<file path="src/colmap_pkg.sv">
// ----------------------------------------------------------------------------
// colmap_pkg
// Shared widths, codes and types of the colour-map lookup and blend block.
// ----------------------------------------------------------------------------
package colmap_pkg;

    localparam int PALETTE_COLOURS_DEF = 64;

    localparam int LUMA_W     = 8;
    localparam int COVER_W    = 8;
    localparam int INDEX_W    = 7;
    localparam int ENTRY_W    = 16;
    localparam int LEVEL_W    = 18;
    localparam int FRAC_W     = 8;
    localparam int CFG_INDEX_W = 1;
    localparam int CFG_DATA_W  = 16;

    // request function codes
    localparam logic FUNC_PIXEL       = 1'b0;
    localparam logic FUNC_TABLE_WRITE = 1'b1;

    // configuration register indexes
    localparam logic [CFG_INDEX_W-1:0] REG_INVERT_LUMA = 1'd0;
    localparam logic [CFG_INDEX_W-1:0] REG_FILL_LEVEL  = 1'd1;

    // coverage below this masks the pixel to the fill level
    localparam logic [COVER_W-1:0] COVER_LIMIT = 8'd128;

    // one palette word: all three channels of one entry
    typedef struct packed {
        logic [ENTRY_W-1:0] red;
        logic [ENTRY_W-1:0] green;
        logic [ENTRY_W-1:0] blue;
    } colmap_rgb_t;

    // request in the read stage, handed to the blend stage
    typedef struct packed {
        logic               valid;
        logic               masked;
        logic [FRAC_W-1:0]  frac;
        logic [ENTRY_W-1:0] fill;
    } colmap_stage_t;

endpackage

</file>
<file path="src/colmap_blend.sv">
// ----------------------------------------------------------------------------
// colmap_blend
// Linear blend of two palette words, fill override and the result register.
// ----------------------------------------------------------------------------
module colmap_blend (
    input  logic                                  aclk,
    input  logic                                  aresetn,
    input  colmap_pkg::colmap_stage_t             stage,
    input  colmap_pkg::colmap_rgb_t               lo_word,
    input  colmap_pkg::colmap_rgb_t               hi_word,
    output logic                                  take,
    output logic                                  m_valid,
    input  logic                                  m_ready,
    output logic [colmap_pkg::LEVEL_W-1:0]        m_red_level,
    output logic [colmap_pkg::LEVEL_W-1:0]        m_green_level,
    output logic [colmap_pkg::LEVEL_W-1:0]        m_blue_level,
    output logic                                  m_masked
);

    // e0*(256-f) + e1*f, divided by 64 and rounded half up, in 1/4 entry units
    function automatic logic [colmap_pkg::LEVEL_W-1:0] blend(
        input logic [colmap_pkg::ENTRY_W-1:0] e0,
        input logic [colmap_pkg::ENTRY_W-1:0] e1,
        input logic [colmap_pkg::FRAC_W-1:0]  f
    );
        logic [24:0] sum;
        logic [24:0] rnd;
        sum = 25'(e0) * 25'(10'd256 - 10'(f)) + 25'(e1) * 25'(f);
        rnd = sum + 25'd32;
        return rnd[23:6];
    endfunction

    logic                               m_valid_reg, m_valid_next;
    logic [colmap_pkg::LEVEL_W-1:0]     red_reg, green_reg, blue_reg;
    logic                               masked_reg;
    logic [colmap_pkg::LEVEL_W-1:0]     red_next, green_next, blue_next;
    logic [colmap_pkg::LEVEL_W-1:0]     fill_lvl;

    assign take     = !m_valid_reg || m_ready;
    assign fill_lvl = {stage.fill, 2'b00};

    always_comb begin
        m_valid_next = take ? stage.valid : m_valid_reg;
        if (stage.masked) begin
            red_next   = fill_lvl;
            green_next = fill_lvl;
            blue_next  = fill_lvl;
        end else begin
            red_next   = blend(lo_word.red,   hi_word.red,   stage.frac);
            green_next = blend(lo_word.green, hi_word.green, stage.frac);
            blue_next  = blend(lo_word.blue,  hi_word.blue,  stage.frac);
        end
    end

    always_ff @(posedge aclk) begin
        if (!aresetn) begin
            m_valid_reg <= 1'b0;
        end else begin
            m_valid_reg <= m_valid_next;
        end
    end

    always_ff @(posedge aclk) begin
        if (take && stage.valid) begin
            red_reg    <= red_next;
            green_reg  <= green_next;
            blue_reg   <= blue_next;
            masked_reg <= stage.masked;
        end
    end

    assign m_valid       = m_valid_reg;
    assign m_red_level   = red_reg;
    assign m_green_level = green_reg;
    assign m_blue_level  = blue_reg;
    assign m_masked      = masked_reg;

    // masked pixels carry one level on all channels
    a_masked_grey: assert property (@(posedge aclk) disable iff (!aresetn)
        m_valid && m_masked |-> (m_red_level == m_green_level) &&
                                (m_green_level == m_blue_level))
        else $error("masked result with differing channels");

    // a request taken from the read stage shows up as a result
    a_stage_to_out: assert property (@(posedge aclk) disable iff (!aresetn)
        stage.valid && take |=> m_valid)
        else $error("read stage request lost");

endmodule

</file>
<file path="config.mk">
export PLATFORM = sky130hd
export DESIGN_NAME = colmap_blend
export DESIGN_NICKNAME = d
export VERILOG_FILES = /design/src/colmap_pkg.sv /design/src/colmap_blend.sv
export SDC_FILE = /design/constraint.sdc
export NUM_CORES = 2
export LEC_CHECK = 0
export BUFFER_PORTS_ARGS = -buffer_cell sky130_fd_sc_hd__buf_4
export CAP_MARGIN = 20
export CORE_MARGIN = 2
export CORE_UTILIZATION = 28
export CTS_BUF_LIST = sky130_fd_sc_hd__clkbuf_4 sky130_fd_sc_hd__clkbuf_8
export DETAILED_ROUTE_END_ITERATION = 10
export SLEW_MARGIN = 20
export SYNTH_ARGS = -nofsm -noshare
export SYNTH_HDL_FRONTEND = slang
export SYNTH_SLANG_ARGS = --single-unit
</file>
<file path="constraint.sdc">
create_clock -name aclk -period 14 [get_ports aclk]
set_clock_uncertainty 0.05 [all_clocks]
set_input_delay 2.1 -clock aclk [delete_from_list [all_inputs] [get_ports aclk]]
set_output_delay 2.1 -clock aclk [all_outputs]
set_load 0.03 [all_outputs]
</file>
==> results.toml <==
[floorplan]
num_rows = 118
start_util_pct = 28.2
io_pins = 182
die-area_um2 = 106000
die_x_um = 326
fp.dieH_um = 326
coreArea_um2 = 103000

[synthesis]
ys_top_cells_by_count = "inv_1 (827), fa_1 (663), and2_1 (504)"
synth_area_leaders = "fa_1 (46%), ha_1 (14%), and2_1 (11%)"
yosys-mux-area-fraction_pct = 0.0775
synth-edff-count = 55
synthSimpleGateAreaFrac_pct = 16.6
synth_adder_area_share_pct = 59.9
synth_top_family_by_area = "adder cells"
ys_types = 58
synth-seq-cells = 56
syn_inst = 3128
async_reset_ff_share_pct = 0
syn_avg_cell_area_um2 = 9.29
synth_compound_gate_area_share_pct = 3.37
synth_xor_area_share_pct = 2.26
netlist.top_cell.by_area = "fa_1"
syn-cell-area_um2 = 29100
synth_top_area_share_pct = 45.7
ys.warnings.count = 0
ys_seq_area_share_pct = 5.75
synthFlopType = "edfxtp_1"
yosysMostFrequentCell = "inv_1"
syn_nets = 4246

[worst_setup_path]
worst_setup_path_start_kind = "input port"
end_kind = "flop"
cp.required_ns = 14.02
crit_path_max_fanout = 50
worstSetupPathType = "input port to flop"
cp.arrival_ns = 10.21

[global_route]
grt_pass1_wl_um = 123000
first_global_vias = 22100
use_met2_pct = 26.1
globalRouteMet3Util_pct = 1.86
globalRoute.totalOverflow = 0
use_met1_pct = 19.0
antenna_found_initial = 13
grt_max_degree = 70
track_usage_pct = 14.7
busiest_layer = "met2"

[place]
globalplace.congestion = 0.843
hpwl_um = 64700
io_buffers = 181
placed_area_um2 = 31900

[clock_network]
h-tree-depth = 2
clk_path_buf_depth = 2
ctsResizeCount = 0
tritoncts = "built"
clock-root-buffer = "clkbuf_8"
ctsHoldBuffers = 0
cts_buffers = 5
clk_pin_slew_ns = 0.11
clock-sinks = 56
post-cts-setup-buffers = 0
insertion_delay_ns = 0.32

[timing]
min_period_ns = 10.18
rsz0062_at_grt = "false"
tightest_slew_ns = 0.962
setup_viol = 0
finalSetupTns_ns = 0
period_share_pct = 72.7
fmax_ghz = 0.0982
hold_violations = 0
slew_headroom_pct = 35.5
final_max_slew_viol_count = 0

[route]
drc = 0
first_pass_iters = 5
via_count = 20400
avgViaCountPerCell = 4.43
routed_wl_um = 76100
detail-route-antenna-nets = 0
wl_per_cell_um = 16.5
drt_iter0_drc = 887

[final_layout]
drive_gt1_share_pct = 6.95
finalNetCount = 4338
synthToLayoutAreaGrowth_pct = 10.3
multi_input_area_um2 = 24000
regArea_um2 = 1670
fillerInstances = 10900
fin_area_um2 = 32100

[run]
cap_violations = 0

[run_status]
status = "finished clean"

[worst_hold_path]
hold_class = "flop to flop"
## critical path, stage by stage
cell	delay, ns
buf_4	0.27
inv_1	0.16
ha_1	0.22
nand2_1	0.15
or3_1	0.45
xor2_4	0.63
buf_4	0.46
and2_1	0.21
fa_1	0.44
fa_1	0.51
inv_1	0.05
fa_1	0.47
inv_1	0.05
fa_1	0.47
fa_1	0.50
fa_1	0.49
inv_1	0.05
fa_1	0.47
inv_1	0.04
ha_1	0.32
a21o_1	0.17
a221oi_1	0.34
a2bb2oi_1	0.24
o31ai_2	0.13
o41ai_2	0.36
o21ai_1	0.15
xnor2_1	0.19
o21ai_1	0.07
## area by class of cell
type,count,area share [%]
multi-input cells,2135,74.8
inverters,827,9.68
well taps,1380,5.39
flip-flops and latches,56,5.21
repair buffers,195,4.57
clock buffers,5,0.215
clock inverters,3,0.133
diodes,5,0.0390
## per-stage QoR
| stage | utilization [%] | std cells | setup slack, ns | hold WS [ns] |
|---|---|---|---|---|
| floorplan | - | 3128 | 4.72 | 0.835 |
| global placement | 30.9 | 4593 | 3.55 | 0.471 |
| detailed placement | 30.9 | 4593 | 3.43 | 0.478 |
| CTS | 31.0 | 4601 | 3.81 | 0.493 |
| global route | 31.0 | 4601 | 3.25 | 0.545 |
| finish | 31.1 | 4606 | 3.82 | 0.487 |
## cell families after synthesis
family / Yosys count
adders and majority gates: 993
muxes: 2
xor gates and xnor gates: 75
AOI/OAI and AO/OA: 154
buffers and inverters: 937
and+or+nand+nor: 911
DFF: 56
## final timing paths
path                         from                              to  slack (ns)  cells after the start
max                     stage[17]     m_green_level[17]$_DFFE_PP_        3.82                     28
min          m_valid$_SDFFE_PN0N_            m_valid$_SDFFE_PN0N_        0.49                      2
max reg2reg  m_valid$_SDFFE_PN0N_  m_green_level[1]$_SDFFCE_PP0P_       12.39                      3
min reg2reg  m_valid$_SDFFE_PN0N_            m_valid$_SDFFE_PN0N_        0.49                      2
## cells in the final DEF, fill, tap and decap left out, types with 3 or more instances in the layout
| cell | Yosys | routed |
|---|---|---|
| inv_1 | 827 | 827 |
| fa_1 | 663 | 663 |
| and2_1 | 504 | 503 |
| nand2_1 | 335 | 335 |
| ha_1 | 330 | 330 |
| buf_4 | 0 | 195 |
| edfxtp_1 | 55 | 55 |
| o21ai_0 | 54 | 54 |
| xnor2_1 | 54 | 50 |
| a21oi_1 | 30 | 30 |
| a21o_1 | 21 | 21 |
| xor2_1 | 21 | 19 |
| nor2_1 | 18 | 18 |
| nor3_1 | 9 | 9 |
| nand3_1 | 8 | 8 |
| o21bai_1 | 6 | 6 |
| o21ai_1 | 6 | 6 |
| diode_2 | 0 | 5 |
| and3_1 | 5 | 5 |
| nand2b_1 | 5 | 5 |
| nor2b_1 | 5 | 5 |
| a31oi_1 | 5 | 5 |
| clkbuf_8 | 0 | 5 |
| or3_1 | 4 | 4 |
| nand4_1 | 4 | 4 |
| and4_1 | 4 | 4 |
| o21a_1 | 4 | 4 |
| a211oi_1 | 4 | 4 |
| xnor2_2 | 0 | 3 |
| o31ai_1 | 3 | 3 |
| o211ai_1 | 3 | 3 |
## layer usage
metal	vias up	routed length, um
met5	-	80
met4	14	2040
met3	84	3380
met2	406	38900
met1	10600	31700
li1	9299	-
Power is left out: the tool's default activity adds up to more than one toggle a clock period on the data nets, which glitch-free logic cannot reach.
